## config.mk

```make
export PLATFORM = sky130hd
export DESIGN_NAME = sip_request_line_classifier_top
export DESIGN_NICKNAME = d
export VERILOG_FILES = /design/src/hw/rtl/sip_rlc_pkg.sv /design/src/hw/rtl/sip_rlc_tracker.sv /design/src/hw/rtl/sip_request_line_classifier_top.sv
export SDC_FILE = /design/constraint.sdc
export NUM_CORES = 1
export LEC_CHECK = 0
export BUFFER_PORTS_ARGS = -buffer_cell sky130_fd_sc_hd__buf_4
export CORE_ASPECT_RATIO = 0.7
export CORE_MARGIN = 2
export CORE_UTILIZATION = 35
export CTS_CLUSTER_SIZE = 24
export DETAILED_ROUTE_END_ITERATION = 12
export GPL_ROUTABILITY_DRIVEN = 0
export PLACE_DENSITY = 0.59
export SYNTH_ARGS = -nofsm -noshare
export SYNTH_HDL_FRONTEND = slang
export SYNTH_HIERARCHICAL = 1
export SYNTH_SLANG_ARGS = --single-unit
```

## constraint.sdc

```tcl
create_clock -name clk -period 3.25 [get_ports clk]
set_clock_uncertainty 0.1 [all_clocks]
set_input_delay 0.65 -clock clk [delete_from_list [all_inputs] [get_ports clk]]
set_output_delay 0.65 -clock clk [all_outputs]
set_load 0.05 [all_outputs]
```

## src/hw/rtl/sip_rlc_pkg.sv

```systemverilog
// Shared types, constants and character tables for the SIP request line classifier.
package sip_rlc_pkg;

  localparam int NUM_METHODS = 14;
  localparam int MAX_NAME_CHARS = 9;
  localparam logic [7:0] SPACE_CHAR = 8'h20;

  localparam logic [3:0] TYPE_NONE  = 4'd0;
  localparam logic [3:0] TYPE_OTHER = 4'd15;

  typedef enum logic [1:0] {
    STATUS_OK          = 2'd0,
    STATUS_PARSE_ERR   = 2'd1,
    STATUS_UNSUPPORTED = 2'd2
  } sip_rlc_status_t;

  typedef enum logic [1:0] {
    TOK_METHOD  = 2'd0,
    TOK_URI     = 2'd1,
    TOK_VERSION = 2'd2
  } sip_rlc_token_t;

  typedef struct packed {
    logic [3:0]      request_type;
    sip_rlc_status_t status;
  } sip_rlc_result_t;

  // Method names, first character in the top byte, padded with spaces to nine characters.
  localparam logic [8*MAX_NAME_CHARS-1:0] METHOD_TEXT [NUM_METHODS] = '{
    "INVITE   ", "ACK      ", "BYE      ", "CANCEL   ", "REGISTER ",
    "OPTIONS  ", "PRACK    ", "SUBSCRIBE", "NOTIFY   ", "PUBLISH  ",
    "INFO     ", "REFER    ", "MESSAGE  ", "UPDATE   "
  };

  localparam logic [3:0] METHOD_LEN [NUM_METHODS] = '{
    4'd6, 4'd3, 4'd3, 4'd6, 4'd8, 4'd7, 4'd5, 4'd9, 4'd6, 4'd7, 4'd4, 4'd5, 4'd7, 4'd6
  };

  localparam int URI_PREFIX_LEN = 4;
  localparam logic [8*URI_PREFIX_LEN-1:0] URI_PREFIX = "sip:";
  localparam int VERSION_PREFIX_LEN = 7;
  localparam logic [8*VERSION_PREFIX_LEN-1:0] VERSION_PREFIX = "SIP/2.0";

  function automatic logic [7:0] method_char(int unsigned idx, logic [3:0] pos);
    logic [7:0] ch;
    ch = 8'h00;
    if (int'(pos) < MAX_NAME_CHARS) begin
      ch = METHOD_TEXT[idx][8*(MAX_NAME_CHARS-1-int'(pos)) +: 8];
    end
    return ch;
  endfunction

  function automatic logic [7:0] uri_char(logic [2:0] pos);
    logic [7:0] ch;
    ch = 8'h00;
    if (int'(pos) < URI_PREFIX_LEN) begin
      ch = URI_PREFIX[8*(URI_PREFIX_LEN-1-int'(pos)) +: 8];
    end
    return ch;
  endfunction

  function automatic logic [7:0] version_char(logic [2:0] pos);
    logic [7:0] ch;
    ch = 8'h00;
    if (int'(pos) < VERSION_PREFIX_LEN) begin
      ch = VERSION_PREFIX[8*(VERSION_PREFIX_LEN-1-int'(pos)) +: 8];
    end
    return ch;
  endfunction

endpackage

```

## src/hw/rtl/sip_rlc_tracker.sv

```systemverilog
// Per-line parse state and the classification of a line on its final byte.
module sip_rlc_tracker
  import sip_rlc_pkg::*;
#(
  parameter int MIN_LINE_BYTES = 19,
  parameter int MAX_LINE_BYTES = 1023
) (
  input  logic            clk,
  input  logic            rst_n,
  input  logic            byte_fire,
  input  logic [7:0]      line_byte,
  input  logic            last_byte,
  output sip_rlc_result_t result
);

  localparam int CW = $clog2(MAX_LINE_BYTES + 1);

  logic [CW-1:0]          byte_count_r, byte_count_nxt;
  sip_rlc_token_t         token_r, token_nxt;
  logic [NUM_METHODS-1:0] cand_r, cand_nxt;
  logic [3:0]             mlen_r, mlen_nxt;
  logic [2:0]             uri_pos_r, uri_pos_nxt;
  logic                   uri_pfx_ok_r, uri_pfx_ok_nxt;
  logic [2:0]             ver_pos_r, ver_pos_nxt;
  logic                   ver_pfx_ok_r, ver_pfx_ok_nxt;
  logic [3:0]             mtype_r, mtype_nxt;
  logic                   mempty_r, mempty_nxt;
  logic                   uri_ok_r, uri_ok_nxt;

  logic [CW-1:0]          count_upd;
  logic [3:0]             found_type;

  // First surviving candidate whose length matches the method length.
  always_comb begin
    found_type = TYPE_OTHER;
    for (int i = NUM_METHODS - 1; i >= 0; i--) begin
      if (cand_r[i] && mlen_r == METHOD_LEN[i]) begin
        found_type = 4'(i + 1);
      end
    end
  end

  always_comb begin
    count_upd      = (32'(byte_count_r) < MAX_LINE_BYTES) ? byte_count_r + 1'b1 : byte_count_r;
    token_nxt      = token_r;
    cand_nxt       = cand_r;
    mlen_nxt       = mlen_r;
    uri_pos_nxt    = uri_pos_r;
    uri_pfx_ok_nxt = uri_pfx_ok_r;
    ver_pos_nxt    = ver_pos_r;
    ver_pfx_ok_nxt = ver_pfx_ok_r;
    mtype_nxt      = mtype_r;
    mempty_nxt     = mempty_r;
    uri_ok_nxt     = uri_ok_r;

    case (token_r)
      TOK_METHOD: begin
        if (line_byte == SPACE_CHAR) begin
          mempty_nxt = (mlen_r == 4'd0);
          mtype_nxt  = found_type;
          token_nxt  = TOK_URI;
        end else begin
          for (int i = 0; i < NUM_METHODS; i++) begin
            if (mlen_r >= METHOD_LEN[i] || method_char(i, mlen_r) != line_byte) begin
              cand_nxt[i] = 1'b0;
            end
          end
          if (mlen_r != 4'd15) begin
            mlen_nxt = mlen_r + 4'd1;
          end
        end
      end
      TOK_URI: begin
        if (line_byte == SPACE_CHAR) begin
          uri_ok_nxt = uri_pfx_ok_r && (int'(uri_pos_r) >= URI_PREFIX_LEN);
          token_nxt  = TOK_VERSION;
        end else if (int'(uri_pos_r) < URI_PREFIX_LEN) begin
          if (uri_char(uri_pos_r) != line_byte) begin
            uri_pfx_ok_nxt = 1'b0;
          end
          uri_pos_nxt = uri_pos_r + 3'd1;
        end
      end
      default: begin
        if (int'(ver_pos_r) < VERSION_PREFIX_LEN) begin
          if (version_char(ver_pos_r) != line_byte) begin
            ver_pfx_ok_nxt = 1'b0;
          end
          ver_pos_nxt = ver_pos_r + 3'd1;
        end
      end
    endcase

    byte_count_nxt = count_upd;

    // The verdict uses the state as it stands after this byte.
    result.request_type = TYPE_NONE;
    if (32'(count_upd) < MIN_LINE_BYTES || token_nxt == TOK_METHOD || mempty_nxt) begin
      result.status = STATUS_PARSE_ERR;
    end else if (token_nxt == TOK_URI || !uri_ok_nxt) begin
      result.status = STATUS_UNSUPPORTED;
    end else if (!ver_pfx_ok_nxt || int'(ver_pos_nxt) < VERSION_PREFIX_LEN) begin
      result.status = STATUS_UNSUPPORTED;
    end else begin
      result.status       = STATUS_OK;
      result.request_type = mtype_nxt;
    end
  end

  always_ff @(posedge clk) begin
    if (!rst_n || (byte_fire && last_byte)) begin
      byte_count_r <= '0;
      token_r      <= TOK_METHOD;
      cand_r       <= '1;
      mlen_r       <= '0;
      uri_pos_r    <= '0;
      uri_pfx_ok_r <= 1'b1;
      ver_pos_r    <= '0;
      ver_pfx_ok_r <= 1'b1;
      mtype_r      <= TYPE_NONE;
      mempty_r     <= 1'b0;
      uri_ok_r     <= 1'b0;
    end else if (byte_fire) begin
      byte_count_r <= byte_count_nxt;
      token_r      <= token_nxt;
      cand_r       <= cand_nxt;
      mlen_r       <= mlen_nxt;
      uri_pos_r    <= uri_pos_nxt;
      uri_pfx_ok_r <= uri_pfx_ok_nxt;
      ver_pos_r    <= ver_pos_nxt;
      ver_pfx_ok_r <= ver_pfx_ok_nxt;
      mtype_r      <= mtype_nxt;
      mempty_r     <= mempty_nxt;
      uri_ok_r     <= uri_ok_nxt;
    end
  end

endmodule

```

## src/hw/rtl/sip_request_line_classifier_top.sv

```systemverilog
// Top level of the SIP request line classifier: input register, tracker and result register.
//
//   channel | direction | tdata                                   | tlast
//   in_     | slave     | [7:0] line_byte                         | last_byte
//   out_    | master    | [3:0] request_type, [5:4] status, pad 0 | none
//
// One beat is taken per cycle but for the stall below. A byte is registered on acceptance and
// the parse state is updated as it leaves the input register; for a final byte the result
// register is loaded as it leaves. Reset (synchronous, rst_n low) clears the parse state and both
// valid flags. Only a final byte waits in the input register, while the result register
// is full and not being read; input beats stall behind it for as long as it waits.
module sip_request_line_classifier_top
  import sip_rlc_pkg::*;
#(
  parameter int MIN_LINE_BYTES = 19,
  parameter int MAX_LINE_BYTES = 1023
) (
  input  logic       clk,
  input  logic       rst_n,
  input  logic       in_tvalid,
  output logic       in_tready,
  input  logic [7:0] in_tdata,   // [7:0] line_byte
  input  logic       in_tlast,
  output logic       out_tvalid,
  input  logic       out_tready,
  output logic [7:0] out_tdata   // [3:0] request_type, [5:4] status, [7:6] zero
);

  logic            s1_valid_r;
  logic [7:0]      s1_byte_r;
  logic            s1_last_r;
  logic            out_valid_r;
  sip_rlc_result_t out_res_r;
  sip_rlc_result_t res;
  logic            out_free;
  logic            s1_fire;

  assign out_free  = !out_valid_r || out_tready;
  assign s1_fire   = s1_valid_r && (!s1_last_r || out_free);
  assign in_tready = !s1_valid_r || s1_fire;

  always_ff @(posedge clk) begin
    if (!rst_n) begin
      s1_valid_r <= 1'b0;
    end else if (in_tvalid && in_tready) begin
      s1_valid_r <= 1'b1;
    end else if (s1_fire) begin
      s1_valid_r <= 1'b0;
    end
  end

  always_ff @(posedge clk) begin
    if (in_tvalid && in_tready) begin
      s1_byte_r <= in_tdata;
      s1_last_r <= in_tlast;
    end
  end

  sip_rlc_tracker #(
    .MIN_LINE_BYTES(MIN_LINE_BYTES),
    .MAX_LINE_BYTES(MAX_LINE_BYTES)
  ) u_tracker (
    .clk      (clk),
    .rst_n    (rst_n),
    .byte_fire(s1_fire),
    .line_byte(s1_byte_r),
    .last_byte(s1_last_r),
    .result   (res)
  );

  always_ff @(posedge clk) begin
    if (!rst_n) begin
      out_valid_r <= 1'b0;
    end else if (s1_fire && s1_last_r) begin
      out_valid_r <= 1'b1;
    end else if (out_tready) begin
      out_valid_r <= 1'b0;
    end
  end

  always_ff @(posedge clk) begin
    if (s1_fire && s1_last_r) begin
      out_res_r <= res;
    end
  end

  assign out_tvalid = out_valid_r;
  assign out_tdata  = {2'b00, out_res_r.status, out_res_r.request_type};

`ifndef SYNTHESIS
  a_last_gives_result: assert property (@(posedge clk) disable iff (!rst_n)
    (s1_fire && s1_last_r) |=> out_valid_r)
    else $error("final byte did not produce a result");

  a_error_has_no_type: assert property (@(posedge clk) disable iff (!rst_n)
    (out_valid_r && out_res_r.status != STATUS_OK) |-> out_res_r.request_type == TYPE_NONE)
    else $error("failed line carries a request type");

  a_no_stall_mid_line: assert property (@(posedge clk) disable iff (!rst_n)
    (s1_valid_r && !s1_last_r) |-> s1_fire)
    else $error("non-final byte held in the input register");

  a_ok_has_type: assert property (@(posedge clk) disable iff (!rst_n)
    (out_valid_r && out_res_r.status == STATUS_OK) |-> out_res_r.request_type != TYPE_NONE)
    else $error("accepted line has no request type");
`endif

endmodule
```

# Word level (Yosys, flattened, before mapping)
# Index checks and enable logic that the tools add are counted.
# Widths: inputs -> output; s select.
[totals] register_bits=61 in_bits=13 output_inout_bits=10 word_cells=247
[classes] addsub=7 magnitude_cmp=14 eq_ne=27 n_shift=16 muxes=82 bitwise=1 n_reduce_logical=70
[op_table] op="$shiftx 72x32->8 const A" count=14
[op_table] op="$mux 8" count=47
[op_table] op="$ne 8x8->1" count=16
[op_table] op="$reduce_and 4->1" count=16
[op_table] op="$shiftx 56x32->8 const A" count=1
[op_table] op="$mux 4" count=9
[op_table] op="$shiftx 32x32->8 const A" count=1
[op_table] op="$logic_or 1x1->1" count=22
[op_table] op="$logic_and 1x1->1" count=18
[op_table] op="$mux 3" count=6
[op_table] op="$eq 4x3->1 const B" count=4
[op_table] op="$ge 4x3->1 const B" count=4
[op_table] op="$mux 1" count=12
[op_table] op="$mux 2" count=6
[op_table] op="$add 10x1->10 const B" count=1
[op_table] op="$lt 10x10->1 const B" count=1
[op_table] op="$lt 10x5->1 const B" count=1
[op_table] op="$mux 10" count=1
[op_table] op="$lt 3x3->1 const B" count=3
[op_table] op="$eq 4x4->1 const B" count=2
[op_table] op="$eq 8x6->1 const B" count=1
[op_table] op="$ge 4x4->1 const B" count=2
[op_table] op="$add 3x1->3 const B" count=2
[op_table] op="$logic_not 1->1" count=6
[op_table] op="18 further kinds" count=21

# Depth between registers and ports, before layout
# Gate-level depths: netlist of the first run.
[logic_depth] ltp_word=18 ltp_mapped=13 depth_no_buf=8

# Cells and area by module
# The synthesis of the first run kept the hierarchy.
[modules_own_cells] mod="sip_rlc_tracker" n_inst=1 cells_each=709 area_each_um2=5211.2
[modules_own_cells] mod="sip_request_line_classifier_top" n_inst=1 cells_each=30 area_each_um2=586.8

# Worst setup path before layout of the first run
# Ideal clock, no wire load.
[synth_path] kind="register to register" start="reg u_tracker.mlen_r[0]" end="reg u_tracker.cand_r[7]" t_arrival_ns=2.690 required_time_ns=3.063 slack_ns=0.373 path_stages_with_launch=10 n_path_buf=1 synth_period_minus_slack_ns=2.877 cell_sequence="dfxtp_1 -> buf_2 -> clkinv_1 -> ha_1 -> or4b_1 -> a21boi_0 -> o311ai_1 -> xor2_1 -> a2111o_1 -> o31ai_1"
[synth_between] elab_chain_len=8 elab_cells_between_ends=10 classes_between="1 x add/sub; 2 x order compare; 1 x eq/ne; 1 x shift; 3 x mux; 2 x reduce/logical"
[synth_lines] element="start, declared" line="sip_rlc_tracker.sv:21" rtl="logic [3:0] mlen_r, mlen_nxt;"
[synth_lines] element="start signal, assigned" line="sip_rlc_tracker.sv:127" rtl="mlen_r <= mlen_nxt;"
[synth_lines] element="$sub 4x4->5" line="sip_rlc_pkg.sv:48" rtl="ch = METHOD_TEXT[idx][8*(MAX_NAME_CHARS-1-int'(pos)) +: 8];"
[synth_lines] element="$shiftx 72x32->8" line="sip_rlc_pkg.sv:48"
[synth_lines] element="$mux 8" line="sip_rlc_pkg.sv:47" rtl="if (int'(pos) < MAX_NAME_CHARS) begin"
[synth_lines] element="$mux 8" line="sip_rlc_tracker.sv:58" rtl="if (line_byte == SPACE_CHAR) begin"
[synth_lines] element="$mux 8" line="sip_rlc_tracker.sv:56" rtl="case (token_r)"
[synth_lines] element="$ne 8x8->1" line="sip_rlc_tracker.sv:64" rtl="if (mlen_r >= METHOD_LEN[i] || method_char(i, mlen_r) != line_byte) begin"
[synth_lines] element="$logic_or 1x1->1 *" line="sip_rlc_tracker.sv:64"
[synth_lines] element="$reduce_and 4->1 (no source line) *"
[synth_lines] element="end signal, assigned" line="sip_rlc_tracker.sv:126" rtl="cand_r <= cand_nxt;"
[synth_lines] element="end, declared" line="sip_rlc_tracker.sv:20" rtl="logic [NUM_METHODS-1:0] cand_r, cand_nxt;"
# Mark *: on every way between the ends. The rest lies on a longest branch, timed or not. The select of a mux whose other input is x is not followed.
# A chain may end at the register's enable or synchronous reset.

# Worst setup path in the final report of the first run
[layout_path] start="reg u_tracker.ver_pos_r[1]" end="reg out_res_r (netlist bit out_tdata[2]) (data pin)"
[layout_between] elab_chain_len=11 elab_cells_between_ends=16 classes_between="2 x add/sub; 2 x order compare; 1 x eq/ne; 1 x shift; 7 x mux; 3 x reduce/logical"
[layout_lines] element="start, declared" line="sip_rlc_tracker.sv:24" rtl="logic [2:0] ver_pos_r, ver_pos_nxt;"
[layout_lines] element="start signal, assigned" line="sip_rlc_tracker.sv:130" rtl="ver_pos_r <= ver_pos_nxt;"
[layout_lines] element="$sub 3x3->4" line="sip_rlc_pkg.sv:66" rtl="ch = VERSION_PREFIX[8*(VERSION_PREFIX_LEN-1-int'(pos)) +: 8];"
[layout_lines] element="$shiftx 56x32->8" line="sip_rlc_pkg.sv:66"
[layout_lines] element="$mux 8" line="sip_rlc_tracker.sv:85" rtl="if (int'(ver_pos_r) < VERSION_PREFIX_LEN) begin"
[layout_lines] element="$mux 8" line="sip_rlc_tracker.sv:56"
[layout_lines] element="$ne 8x8->1" line="sip_rlc_tracker.sv:86" rtl="if (version_char(ver_pos_r) != line_byte) begin"
[layout_lines] element="$mux 1" line="sip_rlc_tracker.sv:86"
[layout_lines] element="$mux 1" line="sip_rlc_tracker.sv:85"
[layout_lines] element="$mux 1" line="sip_rlc_tracker.sv:56"
[layout_lines] element="$logic_not 1->1" line="sip_rlc_tracker.sv:102" rtl="end else if (!ver_pfx_ok_nxt || int'(ver_pos_nxt) < VERSION_PREFIX_LEN) begin"
[layout_lines] element="$logic_or 1x1->1 *" line="sip_rlc_tracker.sv:102"
[layout_lines] element="$reduce_or 3->1 (no source line) *"
[layout_lines] element="end signal, assigned" line="sip_request_line_classifier_top.sv:83" rtl="out_res_r <= res;"
[layout_lines] element="end, declared" line="sip_request_line_classifier_top.sv:33" rtl="sip_rlc_result_t out_res_r;"
# Marks and branches as above.

==> flow_summary.yaml, run 1 <==
layout:
  area.growth.synth_to_final_pct: 11.26
  fin_nets: 758
  fill_cells: 1648
  drive_gt1_share_pct: 13.36
  final_cell_mix: "63 x nand2_1, 56 x nor2_1, 56 x a21oi_1"
  antennaDiodeCount: 0
  final_common_cell: "nand2_1"
  post-route-util_pct: 39.70
yosys:
  synth_edf_count: 15
  ys.warnings.count: 6
  synthCells: 739
  ys_ff_latch: 61
  synth_ff_type: "dfxtp_1"
  ys_types: 106
  synth_area_per_cell_um2: 7.846
  ys_seq_area_share_pct: 23.65
  syn_area_um2: 5798
  async_flop_share_pct: 0
route:
  drc: 0
  final_antenna_net_count: 0
  firstDrtPassIters: 6
  drt-total-wl_mm: 18.51
  vias_per_cell: 6.077
  wl_per_cell_um: 19.16
  num_vias: 5870
  drtIter0Drc: 826
placed_design:
  dp_hpwl_mm: 13.23
  place_ws_ps: 417.9
  portBuffers: 20
global_route:
  first_global_vias: 5101
  grt_start_max_net_pins: 48
  grt_use_total_pct: 21.39
  grt_overflow: 0
  grt_pass1_wl_mm: 29.36
  antenna_found_initial: 0
timing:
  tightest_slew_ps: 756.2
  period_share_pct: 88.33
  rsz0062_at_grt: "false"
  hold_viol: 0
  clock.fmax_mhz: 348.3
  tns_ps: 0
  period_needed_ps: 2871
  setup_ws_ps: 379.1
  finalMaxSlewViolations: 0
  setup_violations: 0
  slew_headroom_pct: 49.40
floorplanning:
  die_w_um: 157.8
  core_um2: 16250
  rows: 39
  start_util_pct: 35.68
  dieArea_um2: 17630
  die_h_um: 111.7
  io_pins: 23
clocking:
  cts_sinks: 61
  tritoncts: "done"
  ctsHoldBuffers: 0
  numCtsBuffers: 9
  h-tree-depth: 3
  cts_max_path_buffers: 2
  postCtsSetupBuffers: 0
  clkTransAtPathRegs_ps: 60
  cts_resized: 0
  cts-root-buf: "clkbuf_16"
  insertion_delay_ps: 330
hold_path:
  hold_class: "reg2reg"
pwr:
  totalPowerFinal_mw: 2.497
  ir_drop_uv: 255.7
  p_per_area_nw_per_um2: 387.1
  p_leak_nw: 2.374
critical_path:
  endpoint_kind: "flop"
  startpoint_type: "flop"
  path_class: "reg2reg"
  crit_required_ps: 3310
  r2r_setup_slack_ps: 380
  arrival_ps: 2930
  cp_max_fo: 12
run_status:
  status: "completed"
job:
  max_cap_viol_count: 0
cell families (layout without fill, tap and decap cells):
family,Yosys count,count (layout),synth area share [%]
AOI/OAI and AO/OA,226,226,27.82
xor gates and xnor gates,57,57,9.064
adders and majority gates,9,9,1.942
buffers and inverters,87,88,7.380
DFF,61,61,23.65
muxes,13,13,2.482
other,1,2,0.06468
and+or+nand+nor,285,285,27.60
state kept, by name, summed over array words and instances, names as in the netlist:
signal / flops
u_tracker/byte_count_r: 10
u_tracker/uri_pos_r: 3
u_tracker/token_r: 2
u_tracker/ver_pfx_ok_r: 1
s1_byte_r: 8
out_tdata: 6
u_tracker/mtype_r: 4
u_tracker/mempty_r: 1
u_tracker/ver_pos_r: 3
u_tracker/cand_r: 14
s1_last_r: 1
out_tvalid: 1
u_tracker/mlen_r: 4
u_tracker/uri_ok_r: 1
s1_valid_r: 1
u_tracker/uri_pfx_ok_r: 1
metal layers:
layer | GRT usage, % | up-vias | wire length (µm)
li1 | - | 2750 | -
met1 | 33.56 | 2748 | 8960
met2 | 27.45 | 344 | 7151
met3 | 6.812 | 28 | 2118
met4 | 5.152 | 0 | 276
met5 | 0 | - | 0
cell usage after synthesis (15+ instances only):
library cell / n / area share [%]
inv_1: 16 / 1.0
xnor2_1: 26 / 3.9
a21oi_1: 56 / 4.8
nand2_1: 63 / 4.1
clkbuf_1: 29 / 1.9
o21ai_0: 37 / 3.2
buf_2: 21 / 1.8
dfxtp_1: 46 / 16
edfxtp_1: 15 / 7.8
nand3_1: 24 / 2.1
xor2_1: 29 / 4.4
nor2_1: 56 / 3.6
nor3_1: 20 / 1.7
final cells by class:
| type | count | area (µm²) | area share (%) |
|---|---|---|---|
| repair buffers | 54 | 417.9 | 6.478 |
| multi-input cells | 592 | 4006 | 62.10 |
| flip-flops and latches | 61 | 1371 | 21.26 |
| inverters | 18 | 67.56 | 1.047 |
| clock buffers | 10 | 229.0 | 3.549 |
| clock inverters | 6 | 77.57 | 1.202 |
| well taps | 225 | 281.5 | 4.364 |
report_power, final:
group	total, mW	internal, mW	switching, mW
Clock	1.02	0.664	0.359
Sequential	0.837	0.805	0.0317
Combinational	0.638	0.242	0.395
Total	2.50	1.71	0.786
critical path, cell delays in order, from the launching register on:
cell and delay, ps:
dfxtp_1 510, ha_1 490, xor2_1 370, nor2_1 90, or3_1 310, a211oi_1 320
a31o_2 290, nor3b_1 210
through the flow:
stage | hold slack, ps | cells | instance area, µm²
6_report | 373.6 | 966 | 6451
3_5_place_dp | 365.5 | 950 | 6145
2_1_floorplan | 325.5 | 740 | 5802
5_1_grt | 381.4 | 966 | 6451
3_3_place_gp | 355.6 | 950 | 6145
4_1_cts | 374.2 | 966 | 6451
path summary, 6_finish.rpt:
kind                                from            endpoint  depth (start not counted)
setup / recovery  u_tracker/ver_pos_r[1]        out_tdata[2]                          7
hold / removal        u_tracker/mempty_r  u_tracker/mempty_r                          2
setup reg to reg  u_tracker/ver_pos_r[1]        out_tdata[2]                          7
hold reg to reg       u_tracker/mempty_r  u_tracker/mempty_r                          2
Note: power is estimated with default switching activity, not from simulation.
==> run 2: changes to the inputs <==
--- a/config.mk
+++ b/config.mk
@@ -6,13 +6,16 @@
 export NUM_CORES = 1
 export LEC_CHECK = 0
 export BUFFER_PORTS_ARGS = -buffer_cell sky130_fd_sc_hd__buf_4
+export CELL_PAD_IN_SITES_DETAIL_PLACEMENT = 0
+export CELL_PAD_IN_SITES_GLOBAL_PLACEMENT = 2
 export CORE_ASPECT_RATIO = 0.7
 export CORE_MARGIN = 2
 export CORE_UTILIZATION = 35
 export CTS_CLUSTER_SIZE = 24
 export DETAILED_ROUTE_END_ITERATION = 12
 export GPL_ROUTABILITY_DRIVEN = 0
-export PLACE_DENSITY = 0.59
+export PLACE_DENSITY = 0.85
+export REMOVE_ABC_BUFFERS = 1
 export SYNTH_ARGS = -nofsm -noshare
 export SYNTH_HDL_FRONTEND = slang
 export SYNTH_HIERARCHICAL = 1
==> run 2 against run 1 <==
Compared with the run above: non-clock buffer count grew 4; wire length grew 3.9%; global-route usage grew 1.2 points; power shrank 5.8%; count of clock-buffer cells in the layout grew 1.
==> flow_summary.yaml, run 2 (synthesized netlist as in run 1, its figures left out) <==
timing:
  tns_ps: 0
  slew_headroom_pct: 57.84
  clock.fmax_mhz: 337.8
  tightest_slew_ps: 631.6
  period_needed_ps: 2960
  setup_ws_ps: 290.0
  rsz0062_at_grt: "false"
  finalMaxSlewViolations: 0
  hold_slack_ps: 362.8
  hold_viol: 0
  period_share_pct: 91.08
  setup_violations: 0
layout:
  drive_gt1_share_pct: 13.83
  area.growth.synth_to_final_pct: 10.94
  stdcell_area_um2: 6432
  reg_top3: "u_tracker/cand_r: 14 flops, u_tracker/byte_count_r: 10 flops, s1_byte_r: 8 flops"
  fin_nets: 762
  final_cell_mix: "63 x nand2_1, 58 x buf_4, 56 x nor2_1, 56 x a21oi_1, 46 x dfxtp_1"
  largest_reg_flops: 14
  fill_cells: 1640
  max_flop_register: "u_tracker/cand_r"
  fin_cells: 970
  final_common_cell: "nand2_1"
  antennaDiodeCount: 0
  post-route-util_pct: 39.59
clocking:
  cts_max_path_buffers: 2
  postCtsSetupBuffers: 0
  cts_resized: 0
  numCtsBuffers: 9
  tritoncts: "done"
  ctsHoldBuffers: 0
  cts-root-buf: "clkbuf_16"
  clkTransAtPathRegs_ps: 60
  insertion_delay_ps: 330
  h-tree-depth: 3
  cts_sinks: 61
critical_path:
  r2r_setup_slack_ps: 290
  r2r-end: "u_tracker/cand_r[7]"
  startpoint_type: "flop"
  cp_max_fo: 9
  crit-reg2reg-launch: "u_tracker/mlen_r[1]"
  crit_required_ps: 3390
  path_class: "reg2reg"
  arrival_ps: 3100
  endpoint_kind: "flop"
  r2r_cells: 8
floorplanning:
  core_um2: 16250
  rows: 39
  die_w_um: 157.8
  start_util_pct: 35.68
  die_h_um: 111.7
  dieArea_um2: 17630
  io_pins: 23
route:
  final_antenna_net_count: 0
  vias_per_cell: 6.084
  wl_per_cell_um: 19.82
  num_vias: 5901
  drc: 0
  drtIter0Drc: 676
  firstDrtPassIters: 6
  drt-total-wl_mm: 19.23
global_route:
  grt_start_max_net_pins: 46
  grt_overflow: 0
  grt_pass1_wl_mm: 31.20
  first_global_vias: 5583
  antenna_found_initial: 0
  grt_use_total_pct: 22.54
pwr:
  ir_drop_uv: 255.7
  p_per_area_nw_per_um2: 365.6
  p_leak_nw: 2.368
  totalPowerFinal_mw: 2.352
job:
  max_cap_viol_count: 0
hold_path:
  min_from: "u_tracker/mempty_r"
  hold_end: "u_tracker/mempty_r"
  whs_path_depth: 2
  hold_class: "reg2reg"
placed_design:
  portBuffers: 20
  place_ws_ps: 395.8
  placedCellCount: 954
  dp_hpwl_mm: 14.32
  placed_area_um2: 6162
run_status:
  status: "completed"
## run 2: cell types whose count changed in the layout (fill, tap and decap cells not counted), sizes merged
cell / before / now
clkinvlp: 0 / 1
buf: 54 / 58
clkbuf: 10 / 11
bufinv: 2 / 0
## run 2: power breakdown
part | internal, mW | switching, mW
Sequential | 0.805 | 0.0289
Combinational | 0.241 | 0.406
Clock | 0.517 | 0.354
Total | 1.56 | 0.789
## run 2: routing by layer
metal	track usage, %	wire length (µm)	up-vias
met5	0	0	-
met4	5.273	291	0
met3	6.695	2014	31
met2	29.97	7632	277
met1	34.92	9289	2826
li1	-	-	2767
## run 2: how the worst max path moves through the flow
stage | start | to | depth (start not counted)
2_1_floorplan | u_tracker/mlen_r[0] | u_tracker/cand_r[12] | 8
3_3_place_gp | u_tracker/mlen_r[1] | u_tracker/cand_r[7] | 8
3_5_place_dp | u_tracker/mlen_r[1] | u_tracker/cand_r[7] | 8
4_1_cts | u_tracker/mlen_r[1] | u_tracker/cand_r[7] | 8
5_1_grt | u_tracker/mlen_r[1] | u_tracker/cand_r[7] | 8
6_report | u_tracker/mlen_r[1] | u_tracker/cand_r[7] | 8
## run 2: worst max-delay path, stage by stage, from the launching register on
cell      delay, ps
dfxtp_1         310
inv_1            70
ha_1            450
or4b_1          560
a21boi_0        170
o311ai_1        450
xor2_1          130
a2111o_1        400
o31ai_1         220
## run 2: layout make-up
type / count / area [µm²] / area share [%]
inverters: 18 / 67.56 / 1.050
multi-input cells: 592 / 4006 / 62.28
clock buffers: 11 / 232.7 / 3.618
clock inverters: 5 / 37.54 / 0.5835
flip-flops and latches: 61 / 1371 / 21.32
repair buffers: 58 / 435.4 / 6.769
well taps: 225 / 281.5 / 4.377
